**src/rtl/tkh_pkg.sv**
```systemverilog
// Shared types and constants of the top-K min-heap keeper.
// Used by the channel interfaces, the controller, the datapath and the top level.
`default_nettype none

package tkh_pkg;

  localparam int TKH_DEPTH = 1024;
  localparam int KEY_W     = 32;
  localparam int TAG_W     = 20;
  localparam int CNT_W     = 11;
  localparam int STATUS_W  = 3;

  localparam logic [CNT_W-1:0] CAP_RESET = 11'd1000;

  localparam logic OP_INSERT  = 1'b0;
  localparam logic OP_EXTRACT = 1'b1;

  typedef enum logic [STATUS_W-1:0] {
    ST_INSERTED  = 3'd0,
    ST_EVICTED   = 3'd1,
    ST_BELOW     = 3'd2,
    ST_OUTSIDE   = 3'd3,
    ST_EXTRACTED = 3'd4,
    ST_EMPTY     = 3'd5
  } status_t;

  typedef enum logic [2:0] {
    S_IDLE,
    S_READ,
    S_DN_RD,
    S_DN_CMP,
    S_UP_INIT,
    S_UP_RD,
    S_UP_CMP,
    S_DONE
  } ctrl_state_t;

  // controller -> datapath
  typedef struct packed {
    logic    accept;     // latch item, read root and last entry
    logic    set_status;
    status_t code;
    logic    pop_init;   // take root out, last entry becomes moving entry
    logic    dn_read;    // read both children of parent
    logic    dn_step;    // move chosen child up one level
    logic    dn_final;   // place moving entry at parent
    logic    up_init;    // open a slot at the end
    logic    up_read;    // read parent of slot
    logic    up_step;    // move parent down into slot
    logic    up_final;   // place new entry at slot
    logic    emit;       // load output register
  } cmd_t;

  // datapath -> controller
  typedef struct packed {
    logic op;
    logic win;
    logic empty;
    logic full;
    logic below;
    logic dn_more;
    logic dn_stop;
    logic up_root;
    logic up_stop;
    logic out_free;
  } stat_t;

endpackage

`default_nettype wire

```
**src/rtl/tkh_ctrl.sv**
```systemverilog
// Sequencing state machine of the top-K heap: pop, sift down, sift up, emit.
// Depends on tkh_pkg for the state, command and status types.
`default_nettype none

module tkh_ctrl import tkh_pkg::*; (
  input  wire   clk,
  input  wire   rst,
  input  wire   in_valid,
  output logic  in_ready,
  input  stat_t stat,
  output cmd_t  cmd
);

  ctrl_state_t state, state_next;
  logic        push_pending, push_pending_next;

  always_ff @(posedge clk) begin
    if (rst) begin
      state        <= S_IDLE;
      push_pending <= 1'b0;
    end else begin
      state        <= state_next;
      push_pending <= push_pending_next;
    end
  end

  always_comb begin
    state_next        = state;
    push_pending_next = push_pending;
    cmd               = '0;
    cmd.code          = ST_INSERTED;
    in_ready          = 1'b0;
    case (state)
      S_IDLE: begin
        in_ready = 1'b1;
        if (in_valid) begin
          cmd.accept = 1'b1;
          state_next = S_READ;
        end
      end
      S_READ: begin
        cmd.set_status = 1'b1;
        if (stat.op == OP_EXTRACT) begin
          if (stat.empty) begin
            cmd.code   = ST_EMPTY;
            state_next = S_DONE;
          end else begin
            cmd.code          = ST_EXTRACTED;
            cmd.pop_init      = 1'b1;
            push_pending_next = 1'b0;
            state_next        = S_DN_RD;
          end
        end else if (!stat.win) begin
          cmd.code   = ST_OUTSIDE;
          state_next = S_DONE;
        end else if (stat.full) begin
          if (stat.below) begin
            cmd.code   = ST_BELOW;
            state_next = S_DONE;
          end else begin
            cmd.code          = ST_EVICTED;
            cmd.pop_init      = 1'b1;
            push_pending_next = 1'b1;
            state_next        = S_DN_RD;
          end
        end else begin
          cmd.code   = ST_INSERTED;
          state_next = S_UP_INIT;
        end
      end
      S_DN_RD: begin
        if (stat.dn_more) begin
          cmd.dn_read = 1'b1;
          state_next  = S_DN_CMP;
        end else begin
          cmd.dn_final = 1'b1;
          state_next   = push_pending ? S_UP_INIT : S_DONE;
        end
      end
      S_DN_CMP: begin
        if (stat.dn_stop) begin
          cmd.dn_final = 1'b1;
          state_next   = push_pending ? S_UP_INIT : S_DONE;
        end else begin
          cmd.dn_step = 1'b1;
          state_next  = S_DN_RD;
        end
      end
      S_UP_INIT: begin
        cmd.up_init = 1'b1;
        state_next  = S_UP_RD;
      end
      S_UP_RD: begin
        if (stat.up_root) begin
          cmd.up_final = 1'b1;
          state_next   = S_DONE;
        end else begin
          cmd.up_read = 1'b1;
          state_next  = S_UP_CMP;
        end
      end
      S_UP_CMP: begin
        if (stat.up_stop) begin
          cmd.up_final = 1'b1;
          state_next   = S_DONE;
        end else begin
          cmd.up_step = 1'b1;
          state_next  = S_UP_RD;
        end
      end
      S_DONE: begin
        if (stat.out_free) begin
          cmd.emit   = 1'b1;
          state_next = S_IDLE;
        end
      end
      default: begin
        state_next = S_IDLE;
      end
    endcase
  end

endmodule

`default_nettype wire

```
**config.mk**
```make
export PLATFORM = sky130hd
export DESIGN_NAME = tkh_ctrl
export DESIGN_NICKNAME = d
export VERILOG_FILES = /design/src/rtl/tkh_pkg.sv /design/src/rtl/tkh_ctrl.sv
export SDC_FILE = /design/constraint.sdc
export NUM_CORES = 1
export LEC_CHECK = 0
export ABC_CLOCK_PERIOD_IN_PS = 3100
export BUFFER_PORTS_ARGS = -buffer_cell sky130_fd_sc_hd__buf_2
export CAP_MARGIN = 20
export CORE_AREA = 2 2 39 41
export CTS_BUF_LIST = sky130_fd_sc_hd__clkbuf_8 sky130_fd_sc_hd__clkbuf_16
export DETAILED_ROUTE_END_ITERATION = 10
export DIE_AREA = 0 0 41 43
export MAX_ROUTING_LAYER = met4
export PLACE_DENSITY = 0.72
export SYNTH_ARGS = -nofsm -noshare
export SYNTH_HDL_FRONTEND = slang
export SYNTH_SLANG_ARGS = --single-unit
```
**constraint.sdc**
```tcl
create_clock -name clk -period 3.1 [get_ports clk]
set_clock_uncertainty 0.15 [all_clocks]
set_input_delay 0.93 -clock clk [delete_from_list [all_inputs] [get_ports clk]]
set_output_delay 0.93 -clock clk [all_outputs]
set_load 0.02 [all_outputs]
```
## Word-level counts from Yosys, hierarchy flattened

Cells that the tools add are included.

| word-level totals | value |
|---|---|
| input port bits | 13 |
| output and inout bits | 15 |
| register bits | 4 |
| word-level logic and storage cells | 66 |

| cells by class | value |
|---|---|
| reduce and logical (&&, ||, !) cells | 5 |
| equality and inequality tests | 11 |
| multiplexer cells | 48 |

Operator list:

| kind | count |
|---|---|
| $mux W3 | 11 |
| $mux W1 | 29 |
| $pmux W3 S8 | 1 |
| $eq A3 B3 Y1 const B | 4 |
| $eq A3 B2 Y1 const B | 2 |
| $mux W2 | 3 |
| $ne A2 B2 Y1 const B | 3 |
| $mux W5 | 1 |
| $reduce_and A5 Y1 | 1 |
| $mux W4 | 1 |
| $pmux W1 S2 | 2 |
| $reduce_bool A2 Y1 | 2 |
| $eq A3 B1 Y1 const B | 1 |
| $logic_not A3 Y1 | 1 |
| $ne A2 B1 Y1 const B | 1 |
| $reduce_and A2 Y1 | 1 |

## Logic depth before layout (Yosys ltp)

Gate-level depths: netlist of run 1.

| logic depth | value |
|---|---|
| depth after elaboration | 5 |
| mapped depth | 6 |
| depth with buffers taken out | 6 |

## Worst setup path before layout of run 1

No wires, ideal clock.

| timing path | value |
|---|---|
| kind | in2out |
| start | input port stat[2] (netlist name) |
| end | output port cmd[3] (netlist name) |
| buffers on the path | 0 |
| slack | 351 ps |
| arrival | 1669 ps |
| required time | 2020 ps |
| cell stages on the path | 1 |
| cells stage by stage | nor4b_1 |

| between the ends | value |
|---|---|
| longest elaborated chain between the ends | 2 |

Ends and longest elaborated chain:

| item | RTL line | text |
|---|---|---|
| start: declaration | tkh_ctrl.sv:10 | `input stat_t stat,` |
| $mux W1 | tkh_ctrl.sv:94 | `if (stat.up_root) begin` |
| $mux W1 | tkh_ctrl.sv:33 | `case (state)` |
| end: declaration | tkh_ctrl.sv:11 | `output cmd_t cmd` |

Every way passes these cells.

==> impl_results.md, run 1 <==
* Hold violation total from the final report at 0
* Synthesized Nets at 79
* Pin count of the biggest net entering global routing at 20
* Netlist area before placement at 448 um^2
* Power share of the clock group at 0.212
* Drt first pass iters at 4
* Final worst path period share at 0.886
* Number of distinct library cells after synthesis at 33
* Post-route insts no fill at 108
* Layout filler cell count at 145
* Cells after Synth at 66
* Data required time of the critical path at 2.02 ns
* Vias after detailed routing at 566
* NetSw at 248 uW
* Clock slew at the register clock pins of the worst setup and hold paths at 0.03 ns
* Crit Path Category: in2out
* Insertion delay to the later sink of the worst-skew pair at 0.22 ns
* Number of rows created at floorplan at 14
* Clk root buf: sky130_fd_sc_hd__clkbuf_8
* Proportion of synthesized chip area in sequential cells at 0.179
* Crit-path max FO at 6
* Deepest level of the CTS H-tree at 1
* Worst setup EP type: primary output
* Number of antenna violations at the first check in global routing at 0
* Post-cts resize count at 0
* Final Max Tran Viols at 0
* Max-cap violation count at 0
* Total wire length after detailed routing at 1110 um
* Peak supply drop at 0.394 mV
* Leading cell type in the layout, fill and taps excluded: sky130_fd_sc_hd__buf_2
* Number of inserted diodes at 0
* Portion of total power attributed to combinational logic at 0.538
* Wire length of the first global-routing pass at 1850 um
* Final-stage net count at 107
* Top-Level Pins at 28
* Count of synthesis-stage warnings from yosys at 0
* Most frequently used flop master after synthesis: sky130_fd_sc_hd__dfxtp_1
* Buffer count from post-CTS setup fixing at 0
* Switch share at 0.480
* Run status: completed
* Setup repair after global routing missed its margin: false
* Flops & latches, synth at 4
* Critical Path, Cell by Cell: buf_2 > and4bb_1 > o21a_1 > buf_2
* Vias per std cell at 5.24
* CTS buffer count at 3
* Reg power frac at 0.251
* Global placer's final weighted congestion at 0.752
* Mean instance size in the synthesized netlist at 6.79 um^2
* Internal at 268 uW
* Maximum clock rate at 364 MHz
* Final setup TNS at 0 ns
* Die Height at 43 um
* Cell count after placement at 105
* Routed Antenna Nets at 0
* Number of global-route vias before repair at 489
* Detailed Place HPWL at 894 um
* Most frequent CP cell: sky130_fd_sc_hd__buf_2
* Slowest-stage cell, CP: sky130_fd_sc_hd__and4bb_1
* Initial Utilization at 0.324
* Power density over the cells at 830 mW/mm^2
* Area of the placeable core at 0.00138 mm^2
* Worst Path Arrival at 1.67 ns
* Max Buffers Root-to-Sink at 2
* Leakage at 0.292 nW
* # hold bufs at CTS at 0
* GRT Residual Overflow at 0
* Horizontal die dimension at 41 um
* Total DRC errors in the routed layout at 0
* Clock tree from TritonCTS: done
* Slew headroom at 0.635
* Final setup viols at 0
* Post-synthesis async set-or-reset flop share at 0
* Delay of the slowest critical-path stage at 0.27 ns
* EDFF count, synth at 0
* 1st-iter DRT viols at 7
* CP Launch Type: input port
* Fraction of final layout cells sized beyond drive strength 1 at 0.391
* Count of port buffers added during placement at 27
* Path type of the worst min-delay path: reg2reg
* Min cycle time layout at 2.75 ns
* GRT Util Overall at 0.153
* Highest-count cells in the layout ignoring fill and taps: 27 x sky130_fd_sc_hd__buf_2, 7 x sky130_fd_sc_hd__nor2_1, 5 x sky130_fd_sc_hd__nand2_1, 5 x sky130_fd_sc_hd__a21oi_1
* Synth-to-Final Area Change at 38.8%
* Area enclosed by the die boundary at 0.00176 mm^2
* Wire per inst at 10.3 um
* Actual transition at the worst max-transition pin at 0.547 ns
* Clock sinks at 4
-- Yosys cell counts, drive strengths merged (2+ instances only) --
library cell	n	share of area
nor2	8	0.073
nand2	6	0.056
a21oi	5	0.056
a211oi	4	0.078
buf	4	0.050
dfxtp	4	0.18
nand2b	4	0.056
inv	3	0.025
nand3b	3	0.050
nor2b	3	0.047
nor3	3	0.034
o21ai	3	0.034
and2	2	0.028
-- layer usage --
layer  wire length (um)  track usage  up-vias
li1                   -            -      294
met1                467        0.169      256
met2                589        0.253       14
met3                 45       0.0314        2
met4                  6       0.0600        0
met5                  0            -        -
-- critical path, delay by kind of cell --
kind,cells,cell delay (ns)
compound gates,1,0.16
simple gates,1,0.27
buf+inv,2,0.31
-- path summary, 6_finish.rpt --
| check | start | end | slack [ns] | cells after the start |
|---|---|---|---|---|
| worst max-delay path | stat[9] | cmd[8] | 0.35 | 4 |
| worst min-delay path | push_pending$_SDFFE_PP0P_ | push_pending$_SDFFE_PP0P_ | 0.42 | 2 |
| worst max register to register | state[0]$_SDFFE_PP0P_ | state[0]$_SDFFE_PP0P_ | 1.48 | 3 |
| worst min register to register | push_pending$_SDFFE_PP0P_ | push_pending$_SDFFE_PP0P_ | 0.42 | 2 |
-- logic make-up after synthesis --
family,count (synthesis),share of synthesized area
simple gates,36,0.461
compound gates,19,0.285
buf+inv,7,0.0754
flops,4,0.179
-- through the flow --
stage	hold WS [ns]	utilization	total power [mW]	cell area [um^2]	setup WS, ns
global route	0.440	0.449	0.559	622	0.289
global placement	0.411	0.420	0.404	581	0.360
detailed placement	0.409	0.420	0.407	581	0.342
CTS	0.413	0.449	0.519	622	0.340
finish	0.417	0.449	0.516	622	0.353
floorplan	0.370	-	0.340	448	0.351
-- registers in the layout (all words and copies together), names as in the netlist --
| name | count |
|---|---|
| state | 3 |
| push_pending | 1 |
-- power by group through the flow --
stage	clock network (mW)	registers, mW	logic (mW)
3_3_place_gp	0	0.127	0.277
5_1_grt	0.117	0.136	0.306
6_report	0.109	0.129	0.277
2_1_floorplan	0	0.0810	0.259
4_1_cts	0.111	0.128	0.280
3_5_place_dp	0	0.129	0.278
-- cell type report --
| cell class | instances | area, um^2 | share of cell area |
|---|---|---|---|
| timing repair buffer | 27 | 135 | 0.217 |
| tap | 16 | 20.0 | 0.0322 |
| inverter | 3 | 11.3 | 0.0181 |
| sequential | 4 | 80.1 | 0.129 |
| multi-input combinational | 55 | 334 | 0.537 |
| clock buffer | 3 | 41.3 | 0.0664 |
Note: power is estimated with default switching activity, not from simulation.
==> run 2, diff against run 1 <==
--- a/config.mk
+++ b/config.mk
@@ -14,6 +14,8 @@
 export DIE_AREA = 0 0 41 43
 export MAX_ROUTING_LAYER = met4
 export PLACE_DENSITY = 0.72
+export REMOVE_ABC_BUFFERS = 1
+export SLEW_MARGIN = 20
 export SYNTH_ARGS = -nofsm -noshare
 export SYNTH_HDL_FRONTEND = slang
 export SYNTH_SLANG_ARGS = --single-unit
==> impl_results.md, run 2 (synthesis gave the netlist of run 1 again) <==
* Detailed Place HPWL at 906 um (was 894 um)
* CP Launch Type: input port (unchanged)
* Setup repair after global routing missed its margin: false (unchanged)
* Final worst path period share at 0.899 (was 0.886)
* Leading cell type in the layout, fill and taps excluded: sky130_fd_sc_hd__buf_2 (unchanged)
* Global placer's final weighted congestion at 0.743 (was 0.752)
* Pin count of the biggest net entering global routing at 20 (unchanged)
* Pwr Total at 515 uW (was 516 uW)
* 1st-iter DRT viols at 6 (was 7)
* Fraction of final layout cells sized beyond drive strength 1 at 0.391 (unchanged)
* Initial Utilization at 0.324 (unchanged)
* Final setup TNS at 0 ns (unchanged)
* Area of the placeable core at 0.00138 mm^2 (unchanged)
* Max-cap violation count at 0 (unchanged)
* Synth-to-Final Area Change at 38.8% (unchanged)
* Post-route insts no fill at 108 (unchanged)
* Peak supply drop at 0.500 mV (was 0.394 mV)
* Reg-to-reg critical path endpoint: state[0]$_SDFFE_PP0P_ (unchanged)
* Area enclosed by the die boundary at 0.00176 mm^2 (unchanged)
* Wire length of the first global-routing pass at 1910 um (was 1850 um)
* Max Buffers Root-to-Sink at 2 (unchanged)
* Final Max Tran Viols at 0 (unchanged)
* GRT Residual Overflow at 0 (unchanged)
* Data required time of the critical path at 2.02 ns (about the same)
* Routed Antenna Nets at 0 (unchanged)
* Horizontal die dimension at 41 um (unchanged)
* Area of all placed cells without fillers at 622 um^2 (unchanged)
* Cell depth of the worst min-delay path at 2 (unchanged)
* Leakage at 0.292 nW (unchanged)
* Total wire length after detailed routing at 1130 um (was 1110 um)
* Actual transition at the worst max-transition pin at 0.532 ns (was 0.547 ns)
* GRT Util Overall at 0.161 (was 0.153)
* Registers with the most flip-flops: state x3, push_pending x1 (unchanged)
* Post-DP Area at 581 um^2 (unchanged)
* Largest reg by FF count: state (unchanged)
* Buffer count from post-CTS setup fixing at 0 (unchanged)
* Number of global-route vias before repair at 477 (was 489)
* Highest-count cells in the layout ignoring fill and taps: 27 x sky130_fd_sc_hd__buf_2, 7 x sky130_fd_sc_hd__nor2_1, 5 x sky130_fd_sc_hd__nand2_1, 5 x sky130_fd_sc_hd__a21oi_1 (unchanged)
* Pre-CTS setup slack at 0.313 ns (was 0.342 ns)
* Insertion delay to the later sink of the worst-skew pair at 0.21 ns (was 0.22 ns)
* Crit-path max FO at 6 (unchanged)
* Number of rows created at floorplan at 14 (unchanged)
* Total DRC errors in the routed layout at 0 (unchanged)
* Utilization after layout at 0.449 (unchanged)
* Worst Hold Path EP: push_pending$_SDFFE_PP0P_ (unchanged)
* Largest register FFs at 3 (unchanged)
* # hold bufs at CTS at 0 (unchanged)
* Setup slack on the worst flop-to-flop path at 1.49 ns (was 1.48 ns)
* Hold Path Origin: push_pending$_SDFFE_PP0P_ (unchanged)
* Worst Path Arrival at 1.71 ns (was 1.67 ns)
* Clock tree from TritonCTS: done (unchanged)
* Die Height at 43 um (unchanged)
* Hold violation total from the final report at 0 (unchanged)
* Maximum clock rate at 359 MHz (was 364 MHz)
* Count of port buffers added during placement at 27 (unchanged)
* Path type of the worst min-delay path: reg2reg (unchanged)
* Slew headroom at 0.645 (was 0.635)
* Final-layout worst hold slack at 0.425 ns (was 0.417 ns)
* Reg-to-Reg Start: state[0]$_SDFFE_PP0P_ (unchanged)
* Clk root buf: sky130_fd_sc_hd__clkbuf_8 (unchanged)
* Post-cts resize count at 0 (unchanged)
* Number of inserted diodes at 0 (unchanged)
* FF-to-FF path depth at 3 (unchanged)
* CTS buffer count at 3 (unchanged)
* Vias per std cell at 5.07 (was 5.24)
* Clock slew at the register clock pins of the worst setup and hold paths at 0.03 ns (about the same)
* Cell count after placement at 105 (unchanged)
* Clock sinks at 4 (unchanged)
* Final setup viols at 0 (unchanged)
* Deepest level of the CTS H-tree at 1 (unchanged)
* Vias after detailed routing at 548 (was 566)
* Drt first pass iters at 4 (unchanged)
* Final-stage net count at 107 (unchanged)
* Smallest setup slack after layout at 0.314 ns (was 0.353 ns)
* Power density over the cells at 827 mW/mm^2 (was 830 mW/mm^2)
* Wire per inst at 10.5 um (was 10.3 um)
* Run status: completed (unchanged)
* Worst setup EP type: primary output (unchanged)
* Min cycle time layout at 2.79 ns (was 2.75 ns)
* Crit Path Category: in2out (unchanged)
* Number of antenna violations at the first check in global routing at 0 (unchanged)
* Top-Level Pins at 28 (unchanged)
run 2: routing by layer:
layer / vias to the layer above / GRT usage / wire length, um
met5: - / - / 0
met4: 0 / 0.0400 / 0
met3: 0 / 0.0471 / 61
met2: 16 / 0.266 / 585
met1: 241 / 0.183 / 487
li1: 291 / - / -
run 2: area by class of cell:
cell class | count | area [um^2]
clock buffer | 3 | 41.3
fill | 153 | 762
inverter | 3 | 11.3
multi-input combinational | 55 | 334
sequential | 4 | 80.1
tap | 16 | 20.0
timing repair buffer | 27 | 135
run 2: where the power goes:
group	switching, mW	total, mW	internal (mW)
logic	0.165	0.280	0.116
registers	0.0583	0.128	0.0699
clock network	0.0236	0.106	0.0825
run 2: worst max path at each step:
stage	startpoint	endpoint	cells past startpoint	slack (ns)
after global placement	stat[9]	cmd[8]	4	0.35
after detailed placement	stat[9]	cmd[8]	4	0.31
final	stat[9]	cmd[8]	4	0.31
after floorplan	stat[2]	cmd[3]	1	0.35
after global routing	stat[9]	cmd[8]	4	0.25
after CTS	stat[9]	cmd[8]	4	0.31
run 2: critical path, cell delays in order:
cell                       delay [ns]
sky130_fd_sc_hd__buf_2           0.13
sky130_fd_sc_hd__and4bb_1        0.29
sky130_fd_sc_hd__o21a_1          0.17
sky130_fd_sc_hd__buf_2           0.18
